## src/hdl/lebu_pkg.sv

```systemverilog
// Shared types and constants for the line edit buffer unit.
// Holds the command codes, key codes and the structs for the front-to-back queue and the back's status.
// No dependencies.
`timescale 1ns / 1ps
`default_nettype none
package lebu_pkg;

   // Default line store depth; the store holds at most LINE_DEPTH_DEF-1 characters
   localparam int LINE_DEPTH_DEF = 64;
   // Width of the fill count in the status struct (enough for the default depth)
   localparam int FILL_W = 6;

   // Key codes, by their low five bits
   localparam logic [4:0] KEY_CTRL_C = 5'h03;
   localparam logic [4:0] KEY_CTRL_D = 5'h04;
   localparam logic [4:0] KEY_CTRL_H = 5'h08;
   localparam logic [4:0] KEY_CTRL_J = 5'h0A;
   localparam logic [4:0] KEY_CTRL_M = 5'h0D;
   localparam logic [4:0] KEY_CTRL_U = 5'h15;
   localparam logic [4:0] KEY_CTRL_W = 5'h17;
   localparam logic [4:0] KEY_DEL    = 5'h1F;

   localparam logic [7:0] KEY_PRINT_LO = 8'h20;
   localparam logic [7:0] KEY_PRINT_HI = 8'h7E;
   localparam logic [6:0] CHAR_SPACE   = 7'h20;

   // Command codes from front to back
   localparam logic [2:0] OP_APPEND    = 3'd0;
   localparam logic [2:0] OP_BACK      = 3'd1;
   localparam logic [2:0] OP_CLEAR     = 3'd2;
   localparam logic [2:0] OP_WERASE    = 3'd3;
   localparam logic [2:0] OP_END_OK    = 3'd4;
   localparam logic [2:0] OP_END_ABORT = 3'd5;

   typedef struct packed {
      logic [2:0] op;
      logic [6:0] ch;
   } cmd_type;

   typedef struct packed {
      logic    valid;
      cmd_type cmd;
   } qout_type;

   typedef struct packed {
      logic              idle;
      logic [FILL_W-1:0] fill;
   } stat_type;

endpackage
`default_nettype wire

```

## src/hdl/lebu_front.sv

```systemverilog
// Front part of the line edit buffer: accepts key beats, classifies them and queues commands.
// Depends on lebu_pkg.
`timescale 1ns / 1ps
`default_nettype none
module lebu_front (
   input  wire logic              clock,
   input  wire logic              reset,
   input  wire logic              req_valid,
   output logic                   req_stall,
   input  wire logic [7:0]        req_key_byte,
   output lebu_pkg::qout_type     q_out,
   input  wire logic              q_pop
);
   import lebu_pkg::*;

   localparam int QD = 2;

   cmd_type    cmd_dec;
   logic       keep;
   logic       push;
   logic       pop;
   cmd_type    slot_ff [QD];
   logic       wr_ptr_ff, wr_ptr_in;
   logic       rd_ptr_ff, rd_ptr_in;
   logic [1:0] count_ff, count_in;

   // Classify the key byte
   always_comb begin
      cmd_dec.op = OP_APPEND;
      cmd_dec.ch = req_key_byte[6:0];
      keep       = 1'b0;
      if (req_key_byte[7]) begin
         keep = 1'b0;
      end else if (req_key_byte >= KEY_PRINT_LO && req_key_byte <= KEY_PRINT_HI) begin
         keep = 1'b1;
      end else begin
         case (req_key_byte[4:0]) inside
            KEY_CTRL_C: begin
               cmd_dec.op = OP_END_ABORT;
               keep       = 1'b1;
            end
            KEY_CTRL_D, KEY_CTRL_J, KEY_CTRL_M: begin
               cmd_dec.op = OP_END_OK;
               keep       = 1'b1;
            end
            KEY_CTRL_H, KEY_DEL: begin
               cmd_dec.op = OP_BACK;
               keep       = 1'b1;
            end
            KEY_CTRL_U: begin
               cmd_dec.op = OP_CLEAR;
               keep       = 1'b1;
            end
            KEY_CTRL_W: begin
               cmd_dec.op = OP_WERASE;
               keep       = 1'b1;
            end
            default: begin
               keep = 1'b0;
            end
         endcase
      end
   end

   assign req_stall = (count_ff == 2'(QD));
   assign push      = req_valid && !req_stall && keep;
   assign pop       = q_pop && (count_ff != 2'd0);

   always_comb begin
      wr_ptr_in = push ? ~wr_ptr_ff : wr_ptr_ff;
      rd_ptr_in = pop ? ~rd_ptr_ff : rd_ptr_ff;
      count_in  = count_ff + 2'(push) - 2'(pop);
   end

   always_ff @(posedge clock) begin
      if (reset) begin
         wr_ptr_ff <= 1'b0;
         rd_ptr_ff <= 1'b0;
         count_ff  <= 2'd0;
      end else begin
         wr_ptr_ff <= wr_ptr_in;
         rd_ptr_ff <= rd_ptr_in;
         count_ff  <= count_in;
      end
   end

   always_ff @(posedge clock) begin
      if (push) begin
         slot_ff[wr_ptr_ff] <= cmd_dec;
      end
   end

   assign q_out.valid = (count_ff != 2'd0);
   assign q_out.cmd   = slot_ff[rd_ptr_ff];

endmodule
`default_nettype wire

```

## src/hdl/lebu_back.sv

```systemverilog
// Back part of the line edit buffer: runs queued commands on the line store and drives results.
// Depends on lebu_pkg.
`timescale 1ns / 1ps
`default_nettype none
module lebu_back #(
   parameter int LINE_DEPTH = lebu_pkg::LINE_DEPTH_DEF
) (
   input  wire logic               clock,
   input  wire logic               reset,
   input  wire lebu_pkg::qout_type q_in,
   output logic                    q_pop,
   output logic                    rsp_valid,
   input  wire logic               rsp_stall,
   output logic [6:0]              rsp_line_char,
   output logic                    rsp_run_last,
   output logic                    rsp_line_empty,
   output logic                    rsp_line_aborted,
   output lebu_pkg::stat_type      stat
);
   import lebu_pkg::*;

   localparam int AW = $clog2(LINE_DEPTH);
   localparam logic [AW-1:0] FULL = AW'(LINE_DEPTH - 1);

   localparam logic [2:0] S_IDLE  = 3'd0;
   localparam logic [2:0] S_WRD   = 3'd1;
   localparam logic [2:0] S_WCMP  = 3'd2;
   localparam logic [2:0] S_EMPTY = 3'd3;
   localparam logic [2:0] S_ERD   = 3'd4;
   localparam logic [2:0] S_EOUT  = 3'd5;

   logic [6:0]    mem [LINE_DEPTH];
   logic [2:0]    state_ff, state_in;
   logic [AW-1:0] fill_ff, fill_in;
   logic [AW-1:0] k_ff, k_in;
   logic          phase_ff, phase_in;
   logic          abort_ff, abort_in;
   logic [AW-1:0] rd_addr;
   logic [6:0]    rd_data_ff;
   logic          wr_en;
   logic          is_space;
   logic          out_free;
   logic          out_load;
   logic [6:0]    ld_char;
   logic          ld_last;
   logic          ld_empty;
   logic          valid_ff;
   logic [6:0]    char_ff;
   logic          last_ff;
   logic          empty_ff;
   logic          aborted_ff;

   assign out_free = !valid_ff || !rsp_stall;
   assign is_space = (rd_data_ff == CHAR_SPACE);
   assign rd_addr  = (state_ff == S_ERD || state_ff == S_EOUT) ? k_ff : fill_ff - AW'(1);

   always_comb begin
      state_in = state_ff;
      fill_in  = fill_ff;
      k_in     = k_ff;
      phase_in = phase_ff;
      abort_in = abort_ff;
      q_pop    = 1'b0;
      wr_en    = 1'b0;
      out_load = 1'b0;
      ld_char  = rd_data_ff;
      ld_last  = 1'b0;
      ld_empty = 1'b0;
      case (state_ff)
         S_IDLE: begin
            if (q_in.valid) begin
               q_pop = 1'b1;
               case (q_in.cmd.op)
                  OP_APPEND: begin
                     if (fill_ff != FULL) begin
                        wr_en   = 1'b1;
                        fill_in = fill_ff + AW'(1);
                     end
                  end
                  OP_BACK: begin
                     if (fill_ff != '0) begin
                        fill_in = fill_ff - AW'(1);
                     end
                  end
                  OP_CLEAR: begin
                     fill_in = '0;
                  end
                  OP_WERASE: begin
                     phase_in = 1'b0;
                     state_in = S_WRD;
                  end
                  OP_END_OK, OP_END_ABORT: begin
                     abort_in = (q_in.cmd.op == OP_END_ABORT);
                     k_in     = '0;
                     state_in = (fill_ff == '0) ? S_EMPTY : S_ERD;
                  end
                  default: begin
                  end
               endcase
            end
         end
         S_WRD: begin
            state_in = (fill_ff == '0) ? S_IDLE : S_WCMP;
         end
         S_WCMP: begin
            // Spaces go in the first pass, the word before them in the second
            if (is_space != phase_ff) begin
               fill_in  = fill_ff - AW'(1);
               state_in = S_WRD;
            end else if (!phase_ff) begin
               phase_in = 1'b1;
            end else begin
               state_in = S_IDLE;
            end
         end
         S_EMPTY: begin
            if (out_free) begin
               out_load = 1'b1;
               ld_char  = 7'd0;
               ld_last  = 1'b1;
               ld_empty = 1'b1;
               state_in = S_IDLE;
            end
         end
         S_ERD: begin
            state_in = S_EOUT;
         end
         S_EOUT: begin
            if (out_free) begin
               out_load = 1'b1;
               ld_last  = (k_ff == fill_ff - AW'(1));
               if (ld_last) begin
                  fill_in  = '0;
                  state_in = S_IDLE;
               end else begin
                  k_in     = k_ff + AW'(1);
                  state_in = S_ERD;
               end
            end
         end
         default: begin
            state_in = S_IDLE;
         end
      endcase
   end

   always_ff @(posedge clock) begin
      if (reset) begin
         state_ff <= S_IDLE;
         fill_ff  <= '0;
         valid_ff <= 1'b0;
      end else begin
         state_ff <= state_in;
         fill_ff  <= fill_in;
         if (out_load) begin
            valid_ff <= 1'b1;
         end else if (!rsp_stall) begin
            valid_ff <= 1'b0;
         end
      end
   end

   always_ff @(posedge clock) begin
      k_ff     <= k_in;
      phase_ff <= phase_in;
      abort_ff <= abort_in;
      if (out_load) begin
         char_ff    <= ld_char;
         last_ff    <= ld_last;
         empty_ff   <= ld_empty;
         aborted_ff <= abort_ff;
      end
   end

   // Line store: one write port, one registered read port
   always_ff @(posedge clock) begin
      if (wr_en) begin
         mem[fill_ff] <= q_in.cmd.ch;
      end
      rd_data_ff <= mem[rd_addr];
   end

   assign rsp_valid        = valid_ff;
   assign rsp_line_char    = char_ff;
   assign rsp_run_last     = last_ff;
   assign rsp_line_empty   = empty_ff;
   assign rsp_line_aborted = aborted_ff;
   assign stat.idle        = (state_ff == S_IDLE);
   assign stat.fill        = FILL_W'(fill_ff);

endmodule
`default_nettype wire

```

## src/hdl/line_edit_buffer_unit.sv

```systemverilog
// Top level of the line edit buffer unit: key beats in, finished line characters out.
// Depends on lebu_pkg, lebu_front and lebu_back.
//
// Usage:
//   The req channel takes one key byte per beat (req_valid / req_stall). The
//   front classifies it in the cycle it arrives and, unless the byte is
//   ignored, pushes a command into a two-entry queue; req_stall rises only
//   while that queue is full. The back pops one command at a time.
//   Append, backspace and clear finish in the idle state. Word erase reads
//   and compares each character examined, in turn. A line end puts out one
//   rsp beat per held character, each read through the registered read port
//   of the line store, or a single empty beat. The rsp channel is a single
//   output register: while rsp_stall is high the beat holds and the back
//   waits to load the next one, and the front keeps taking key beats until
//   the queue fills. Bytes of 128 and above, tab and unused control codes
//   are taken and dropped.
//   Reset (synchronous, active high) empties the queue and the output
//   register and zeroes the fill count; the line store itself is not
//   cleared and needs no clearing pass, since only written entries are read.
`timescale 1ns / 1ps
`default_nettype none
module line_edit_buffer_unit #(
   parameter int LINE_DEPTH = lebu_pkg::LINE_DEPTH_DEF
) (
   input  wire logic       clock,
   input  wire logic       reset,
   input  wire logic       req_valid,
   output logic            req_stall,
   input  wire logic [7:0] req_key_byte,
   output logic            rsp_valid,
   input  wire logic       rsp_stall,
   output logic [6:0]      rsp_line_char,
   output logic            rsp_run_last,
   output logic            rsp_line_empty,
   output logic            rsp_line_aborted
);
   import lebu_pkg::*;

   qout_type q_link;
   logic     q_pop;
   stat_type stat;

   // Front: accept and classify key beats, queue the commands
   lebu_front u_front (
      .clock        (clock),
      .reset        (reset),
      .req_valid    (req_valid),
      .req_stall    (req_stall),
      .req_key_byte (req_key_byte),
      .q_out        (q_link),
      .q_pop        (q_pop)
   );

   // Back: edit the line store and emit finished lines
   lebu_back #(
      .LINE_DEPTH (LINE_DEPTH)
   ) u_back (
      .clock            (clock),
      .reset            (reset),
      .q_in             (q_link),
      .q_pop            (q_pop),
      .rsp_valid        (rsp_valid),
      .rsp_stall        (rsp_stall),
      .rsp_line_char    (rsp_line_char),
      .rsp_run_last     (rsp_run_last),
      .rsp_line_empty   (rsp_line_empty),
      .rsp_line_aborted (rsp_line_aborted),
      .stat             (stat)
   );

   // Nothing is shown right after reset
   a_reset_clears_rsp: assert property (@(posedge clock) reset |=> !rsp_valid)
      else $error("rsp_valid high after reset");

   // An empty-line marker is a one-beat run carrying a zero character
   a_empty_marker: assert property (@(posedge clock) disable iff (reset)
      rsp_valid && rsp_line_empty |-> rsp_run_last && rsp_line_char == 7'd0)
      else $error("empty marker malformed");

   // A pending beat that is not the last means the back is still in the run
   a_run_in_progress: assert property (@(posedge clock) disable iff (reset)
      rsp_valid && !rsp_run_last |-> !stat.idle)
      else $error("back idle in the middle of a run");

   // Fill count never passes the line capacity
   a_fill_bound: assert property (@(posedge clock) disable iff (reset)
      stat.fill <= FILL_W'(LINE_DEPTH - 1))
      else $error("fill count beyond capacity");

endmodule
`default_nettype wire

```

## config.mk

```make
export PLATFORM = sky130hd
export DESIGN_NAME = line_edit_buffer_unit
export DESIGN_NICKNAME = d
export VERILOG_FILES = /design/src/hdl/lebu_pkg.sv /design/src/hdl/lebu_front.sv /design/src/hdl/lebu_back.sv /design/src/hdl/line_edit_buffer_unit.sv
export SDC_FILE = /design/constraint.sdc
export NUM_CORES = 1
export LEC_CHECK = 0
export BUFFER_PORTS_ARGS = -buffer_cell sky130_fd_sc_hd__buf_4
export CAP_MARGIN = 20
export CORE_ASPECT_RATIO = 1.4
export CORE_MARGIN = 10
export CORE_UTILIZATION = 38
export CTS_CLUSTER_DIAMETER = 120
export DETAILED_ROUTE_END_ITERATION = 12
export PLACE_DENSITY = 0.57
export SLEW_MARGIN = 5
export SYNTH_ARGS = -nofsm -noshare
export SYNTH_HDL_FRONTEND = slang
export SYNTH_SLANG_ARGS = --single-unit
```

## constraint.sdc

```tcl
create_clock -name clock -period 5.7 [get_ports clock]
set_clock_uncertainty 0.1 [all_clocks]
set_input_delay 0 -clock clock [delete_from_list [all_inputs] [get_ports clock]]
set_output_delay 0 -clock clock [all_outputs]
set_load 0.01 [all_outputs]
```

==> results of run 1 <==
## final cells by class
type                    instances  area, um^2  share of cell area [%]
well taps                     721         902                    3.86
clock buffers                  61        1290                    5.51
flip-flops and latches        508       15000                    64.3
inverters                      17        63.8                   0.273
multi-input cells             703        5460                    23.3
repair buffers                 57         480                    2.06
clock inverters                23         145                   0.621
## metal layers
layer | vias up | part of all wire [%] | track usage [%]
li1 | 5118 | - | -
met1 | 5889 | 39 | 19.5
met3 | 92 | 5.5 | 2.22
met5 | - | 0 | 0
met4 | 0 | 3.9 | 6.59
met2 | 368 | 52 | 27.4
## layout by cell type (no fill, tap or decap), types with 4 or more instances in the layout
master / count
sky130_fd_sc_hd__clkbuf_1: 8
sky130_fd_sc_hd__edfxtp_1: 486
sky130_fd_sc_hd__dfxtp_1: 22
sky130_fd_sc_hd__a32o_1: 4
sky130_fd_sc_hd__a211oi_1: 13
sky130_fd_sc_hd__or4_1: 4
sky130_fd_sc_hd__o21ai_0: 9
sky130_fd_sc_hd__o31ai_1: 4
sky130_fd_sc_hd__nand4_1: 12
sky130_fd_sc_hd__a311oi_1: 7
sky130_fd_sc_hd__dlygate4sd3_1: 11
sky130_fd_sc_hd__nand3_1: 75
sky130_fd_sc_hd__nor4_1: 8
sky130_fd_sc_hd__xor2_1: 7
sky130_fd_sc_hd__nor2b_1: 5
sky130_fd_sc_hd__nor3_1: 15
sky130_fd_sc_hd__a31oi_1: 8
sky130_fd_sc_hd__xnor2_1: 11
sky130_fd_sc_hd__and3_1: 13
sky130_fd_sc_hd__mux2i_1: 33
sky130_fd_sc_hd__nand2b_1: 7
sky130_fd_sc_hd__mux2_2: 11
sky130_fd_sc_hd__or3_1: 9
sky130_fd_sc_hd__buf_4: 44
sky130_fd_sc_hd__nand2_1: 154
sky130_fd_sc_hd__clkinv_1: 8
sky130_fd_sc_hd__inv_1: 16
sky130_fd_sc_hd__clkbuf_8: 6
sky130_fd_sc_hd__clkbuf_16: 47
sky130_fd_sc_hd__and2_1: 11
sky130_fd_sc_hd__nor2_1: 109
sky130_fd_sc_hd__clkinv_2: 9
sky130_fd_sc_hd__a21oi_1: 29
sky130_fd_sc_hd__mux4_2: 81
sky130_fd_sc_hd__ha_1: 5
sky130_fd_sc_hd__a221oi_1: 4
## worst paths after layout
check	startpoint	to	slack, ps	cells after the start
setup / recovery	u_back.fill_ff[0]	u_back.rd_data_ff[3]	1520	8
hold reg to reg	u_back.abort_ff	u_back.rsp_line_aborted	320	0
setup reg to reg	u_back.fill_ff[0]	u_back.rd_data_ff[3]	1520	8
hold / removal	req_key_byte[5]	u_front.slot_ff[0][5]	80	2
## metrics by stage
step | instances | hold WS [ps]
6_report | 2090 | 84.7
5_1_grt | 2090 | 85.5
4_1_cts | 2090 | 77.3
3_5_place_dp | 1995 | 111
3_3_place_gp | 1995 | 107
2_1_floorplan | 1301 | -28.4
## cells by family (layout without fill, tap and decap cells)
logic type	Yosys count	in the layout	share of synthesized area [%]
buffers and inverters	90	158	2.23
AOI/OAI and AO/OA	113	113	3.79
muxes	129	129	11.2
adders and majority gates	5	5	0.299
xor gates and xnor gates	21	21	1.08
DFF	508	508	71.9
and+or+nand+nor	435	435	9.54
## sequential cells by signal, summed over array words and instances (netlist names), named ones only
| name | flops |
|---|---|
| u_back.rd_data_ff | 7 |
| u_back.rsp_line_char | 7 |
| u_back.k_ff | 6 |
| u_front.slot_ff | 20 |
| u_back.mem | 448 |
| u_front.wr_ptr_ff | 1 |
| u_back.abort_ff | 1 |
| u_back.rsp_valid | 1 |
| u_back.phase_ff | 1 |
| u_front.rd_ptr_ff | 1 |
| u_front.count_ff | 2 |
| u_back.rsp_line_aborted | 1 |
| u_back.rsp_run_last | 1 |
| u_back.rsp_line_empty | 1 |
| u_back.state_ff | 3 |
| u_back.fill_ff | 6 |
## timing repair
item | CTS | global route
hold buffers | 11 | 0
setup buffers | 0 | 0
endpoints found under the hold margin | 36 | 0
## power by group through the flow
| stage | Combinational, mW | Sequential, mW | Clock (mW) |
|---|---|---|---|
| 2_1_floorplan | 3.35 | 4.47 | 0 |
| 6_report | 4.89 | 4.48 | 2.98 |
| 3_5_place_dp | 4.88 | 4.56 | 0 |
| 5_1_grt | 5.23 | 4.49 | 3.19 |
| 4_1_cts | 4.90 | 4.48 | 3.03 |
| 3_3_place_gp | 4.86 | 4.56 | 0 |
==> implementation parameters, run 1 <==
Parameter                              Value

Finish
  Util after Layout    between 40% and 50%
  Relative area change from synthesis to final layout    11.8%
  Layout net count    1350
  Number of diodes    0
  Total non-filler cell area in the finished layout    0.0234 mm^2
  FILL cells    4796
  Share of layout cells above drive strength 1    16.4%

CTS
  Maximum buffer depth of the clock tree    3
  Number of sinks driven by the clock tree    approximately 510
  Resized cells post-CTS    0
  Clock root buffer master    sky130_fd_sc_hd__clkbuf_16
  Clock network latency to the later pin of the worst-skew pair    between 500 and 600 ps
  Number of clock buffers inserted by TritonCTS    46
  Worst-path clk slew    60 ps
  Number of levels in the clock H-tree    2
  TritonCTS clock tree    yes

Setup path
  Type of destination of the critical path    flip-flop
  Cell at the slowest stage of the critical path    sky130_fd_sc_hd__a2111oi_0
  Maximum single-stage delay on the critical path    880 ps
  Count of buffer and inverter cells on the critical path    2
  Required arrival time at the worst endpoint    approximately 6000 ps
  Gate family responsible for the most delay along the worst path    compound AO/OA/AOI/OAI gates
  Worst-path maximum fanout    33
  Series of cell instances along the critical path    inv_1, ha_1, a21oi_4, buf_12, mux4_2, and2_1, a2111oi_0, nor4_1
  Critical Setup Path Class    reg2reg
  Nature of the critical path startpoint    flip-flop
  Data arrival at the endpoint of the critical path    4480 ps

Timing
  Total setup violations reported at the end of the flow    0
  Tmin final    4180 ps
  Worst setup slack after layout    between 1500 and 2000 ps
  Transition time of the tightest slew-check pin    1010 ps
  Fin. max-slew vios    0
  Hold Vio Cnt, Final    0
  RSZ-0062 raised after global routing    no
  Part of the cycle the worst path needs    about 73%
  Max_slew headroom    31.0%
  Maximum achievable frequency    0.239 GHz
  Total Neg Setup Slack    0 ps

Power and ir drop
  Switching part of the total    37.3%
  Part of the power in registers    36.3%
  Power density relative to cell area    between 500 and 600 mW/mm^2
  Net switching power of the design    4.60 mW
  Maximum resistive drop on vdd    0.365 mV
  Leak    7.55 nW
  Clock share of power    24.1%
  Total internal power    approximately 7.7 mW
  Part of the power in combinational logic    39.6%
  Power consumption    12.4 mW

Routing
  DRT Pass-1 Iters    5
  Total number of vias    11467
  DRC    0
  Drt total wl    51700 um
  Routed len/inst    24.7 um
  Number of routed nets with antenna violations    0
  Via-to-Cell Ratio    about 5.5
  DRC violation total after the first TritonRoute iteration    about 1000

Synth
  Synth Flop Type    sky130_fd_sc_hd__edfxtp_1
  YS warnings    0
  Number of distinct library cells after synthesis    65
  Post-Synthesis Net Count    1318
  Fraction of synthesized cell area taken by the top area cell type    69.8%
  Count of flip-flops with a built-in enable after synthesis    486
  Top cells by instance count after synthesis    486 x sky130_fd_sc_hd__edfxtp_1, 154 x sky130_fd_sc_hd__nand2_1, 109 x sky130_fd_sc_hd__nor2_1
  Number of instances in the synthesized netlist    1301
  Sequential element share of the synthesized area    a little over 70%
  Average footprint of a synthesized cell    16.1 um^2
  Top post-synthesis cells by area    sky130_fd_sc_hd__edfxtp_1 70%, sky130_fd_sc_hd__mux4_2 8.7%, sky130_fd_sc_hd__nand2_1 2.8%
  Register bit count reported by yosys    508
  Cell taking the most area after synthesis    sky130_fd_sc_hd__edfxtp_1
  Post-synth ARST share    0%
  Most common cell in the synthesized netlist    sky130_fd_sc_hd__edfxtp_1
  Total standard cell area after synthesis    ~0.021 mm^2

GRT
  Number of global-route vias before repair    11745
  Largest net degree at the start of global routing    65
  Total congestion overflow    0
  Antenna violations before repair    1
  Wire length of the first global-routing pass    just under 80000 um
  GRT Util Overall    15.9%

Placement
  Gp weighted congestion    about 0.86
  Worst slack after detailed placement    1600 ps
  Post-Place Cell Area    0.0218 mm^2
  Port buffer count    23
  Final HPWL from detailed placement    32900 um

Floorplan
  IO Count    24
  Die Wd    about 220 um
  Cell Rows    101
  Area of the core    between 0.05 and 0.06 mm^2
  Area of the die    0.0650 mm^2
  Effective utilization at floorplan    38.5%
  Die Ht    298 um

Run status
  Outcome    finished clean

Job
  Total of max-cap violations    0

Hold path
  Worst min path class    in2reg
(Power assumes the default switching activity.)
==> run 2: changes to the inputs <==
==> constraint.sdc (replaced) <==
create_clock -name clock -period 4.15 [get_ports clock]
set_clock_uncertainty 0.1 [all_clocks]
set_input_delay 0 -clock clock [delete_from_list [all_inputs] [get_ports clock]]
set_output_delay 0 -clock clock [all_outputs]
set_load 0.01 [all_outputs]
==> run 2 against run 1 <==
Register-to-register slack worse by 1100 ps. Sequential power increased by 37%. Clock power is 45% higher. Via count grew 3.1%. Utilization grew 1.3 points. Global-route usage grew 0.37 points. Wire length up 2.5%. Critical path type unchanged. Combinational power increased by 44%. Die area stayed put. Setup slack worse by 1100 ps. Worst hold slack is essentially flat.
==> implementation parameters, run 2 (same netlist as run 1, synthesis figures left out) <==
Parameter                              Value

Run status
  Outcome    finished clean

Placement
  Post-Place Cell Area    between 0.02 and 0.025 mm^2
  Final HPWL from detailed placement    35500 um
  Port buffer count    23
  Gp weighted congestion    0.870

Routing
  Drt total wl    52900 um
  Routed len/inst    24.4 um
  Number of routed nets with antenna violations    0
  DRC violation total after the first TritonRoute iteration    1101
  DRC    0
  Via-to-Cell Ratio    5.45
  DRT Pass-1 Iters    5
  Total number of vias    ~12000

CTS
  Number of sinks driven by the clock tree    508
  Resized cells post-CTS    0
  Clock root buffer master    sky130_fd_sc_hd__clkbuf_16
  Clock network latency to the later pin of the worst-skew pair    570 ps
  Number of clock buffers inserted by TritonCTS    47
  Worst-path clk slew    70 ps
  Number of levels in the clock H-tree    2
  Maximum buffer depth of the clock tree    3
  TritonCTS clock tree    yes

Timing
  Total setup violations reported at the end of the flow    0
  Total Neg Setup Slack    0 ps
  Worst hold margin    84.9 ps
  Hold Vio Cnt, Final    0
  Tmin final    about 3800 ps
  RSZ-0062 raised after global routing    no
  Maximum achievable frequency    0.265 GHz
  Max_slew headroom    33.7%
  Fin. max-slew vios    0
  Part of the cycle the worst path needs    91.1%
  Transition time of the tightest slew-check pin    995 ps

Hold path
  Number of cells on the worst hold path    2
  Worst min path class    in2reg

Setup path
  Worst reg-to-reg path cell count    6
  Stages on worst setup path    6
  Critical Path Sink    u_back.mem[22][4]
  Worst-path maximum fanout    8
  Critical register-to-register path startpoint    u_front.count_ff[0]
  R2R Path End    u_back.mem[22][4]
  Series of cell instances along the critical path    nor2_1, or4_1, or4_1, nor2_1, nand3_1, nor2_1
  Type of destination of the critical path    flip-flop
  Maximum single-stage delay on the critical path    810 ps
  Count of buffer and inverter cells on the critical path    0
  Required arrival time at the worst endpoint    between 4000 and 5000 ps
  Gate family responsible for the most delay along the worst path    simple AND/OR/NAND/NOR gates
  Cell at the slowest stage of the critical path    sky130_fd_sc_hd__nor2_1
  Critical path launch point    u_front.count_ff[0]
  Flop-to-flop setup slack    370 ps
  Critical Setup Path Class    reg2reg
  Nature of the critical path startpoint    flip-flop
  CP most frequent cell    sky130_fd_sc_hd__nor2_1
  Data arrival at the endpoint of the critical path    3870 ps

Floorplan
  Area of the core    0.0543 mm^2
  Die Ht    298 um
  Cell Rows    roughly 100
  Area of the die    0.0650 mm^2
  Die Wd    218 um
  Effective utilization at floorplan    38.5%
  IO Count    24

Finish
  Layout net count    about 1400
  Top reg by flops    u_back.mem
  Relative area change from synthesis to final layout    15.1%
  Util after Layout    between 40% and 50%
  Total non-filler cell area in the finished layout    0.0241 mm^2
  Regs by FF count    u_back.mem x448, u_front.slot_ff x20
  FILL cells    around 4800
  Most common cell after layout, fill and taps aside    sky130_fd_sc_hd__edfxtp_1
  Top library cells by usage in the layout, fill and taps aside    486 x sky130_fd_sc_hd__edfxtp_1, 154 x sky130_fd_sc_hd__nand2_1, 115 x sky130_fd_sc_hd__buf_4
  Number of diodes    0
  Share of layout cells above drive strength 1    20.8%
  Flip-flop count of the largest register after layout    ~450

Power and ir drop
  Power density relative to cell area    727 mW/mm^2
  Power consumption    17.5 mW
  Maximum resistive drop on vdd    0.623 mV
  Leak    between 7 and 8 nW

GRT
  Antenna violations before repair    0
  Largest net degree at the start of global routing    65
  Total congestion overflow    0
  Wire length of the first global-routing pass    79800 um
  GRT Util Overall    ~16%
  Number of global-route vias before repair    around 12000

Job
  Total of max-cap violations    0
-- run 2: cell type report --
class                   instances  area (um^2)  share of cell area [%]
inverters                      17         63.8                   0.265
repair buffers                131         1060                    4.42
clock buffers                  59         1260                    5.25
flip-flops and latches        508        15000                    62.5
well taps                     721          902                    3.75
clock inverters                29          283                    1.18
multi-input cells             703         5460                    22.7
-- run 2: routing by layer --
metal | global-route usage [%] | vias to the layer above | share of wire [%]
met3 | 2.01 | 94 | 4.6
met5 | 0 | - | 0
met2 | 28.6 | 368 | 52
li1 | - | 5276 | -
met1 | 19.8 | 6083 | 39
met4 | 6.11 | 0 | 3.5
-- run 2: worst min path at each step --
stage	from	end	slack (ps)
after global placement	req_key_byte[5]	u_front.slot_ff[0][5]	120
after CTS	req_key_byte[5]	u_front.slot_ff[1][5]	80
final	req_key_byte[5]	u_front.slot_ff[1][5]	80
after detailed placement	req_key_byte[5]	u_front.slot_ff[1][5]	120
after floorplan	reset	u_front.count_ff[0]	-30
after global routing	req_key_byte[5]	u_front.slot_ff[1][5]	80
-- run 2: report_power, final --
group          leakage [nW]  switching, mW  internal (mW)
sequential             4.55          0.125           5.99
clock                 0.747           1.89           2.43
combinational          2.69           4.47           2.59
-- run 2: per-stage QoR --
step,setup slack (ps),std cells
final,371,2168
after global placement,379,2068
after detailed placement,404,2068
after CTS,376,2168
after floorplan,1260,1301
after global routing,166,2168
-- run 2: worst reg2reg max path, delay by kind of cell (launching register included) --
| kind | cells | cell delay, ps |
|---|---|---|
| DFF | 1 | 380 |
| and+or+nand+nor | 6 | 2920 |
-- run 2: timing repair --
action / in CTS / in global routing
hold buffers: 12 / 0
buffers inserted: 0 / 0
endpoints found under the hold margin: 36 / 0
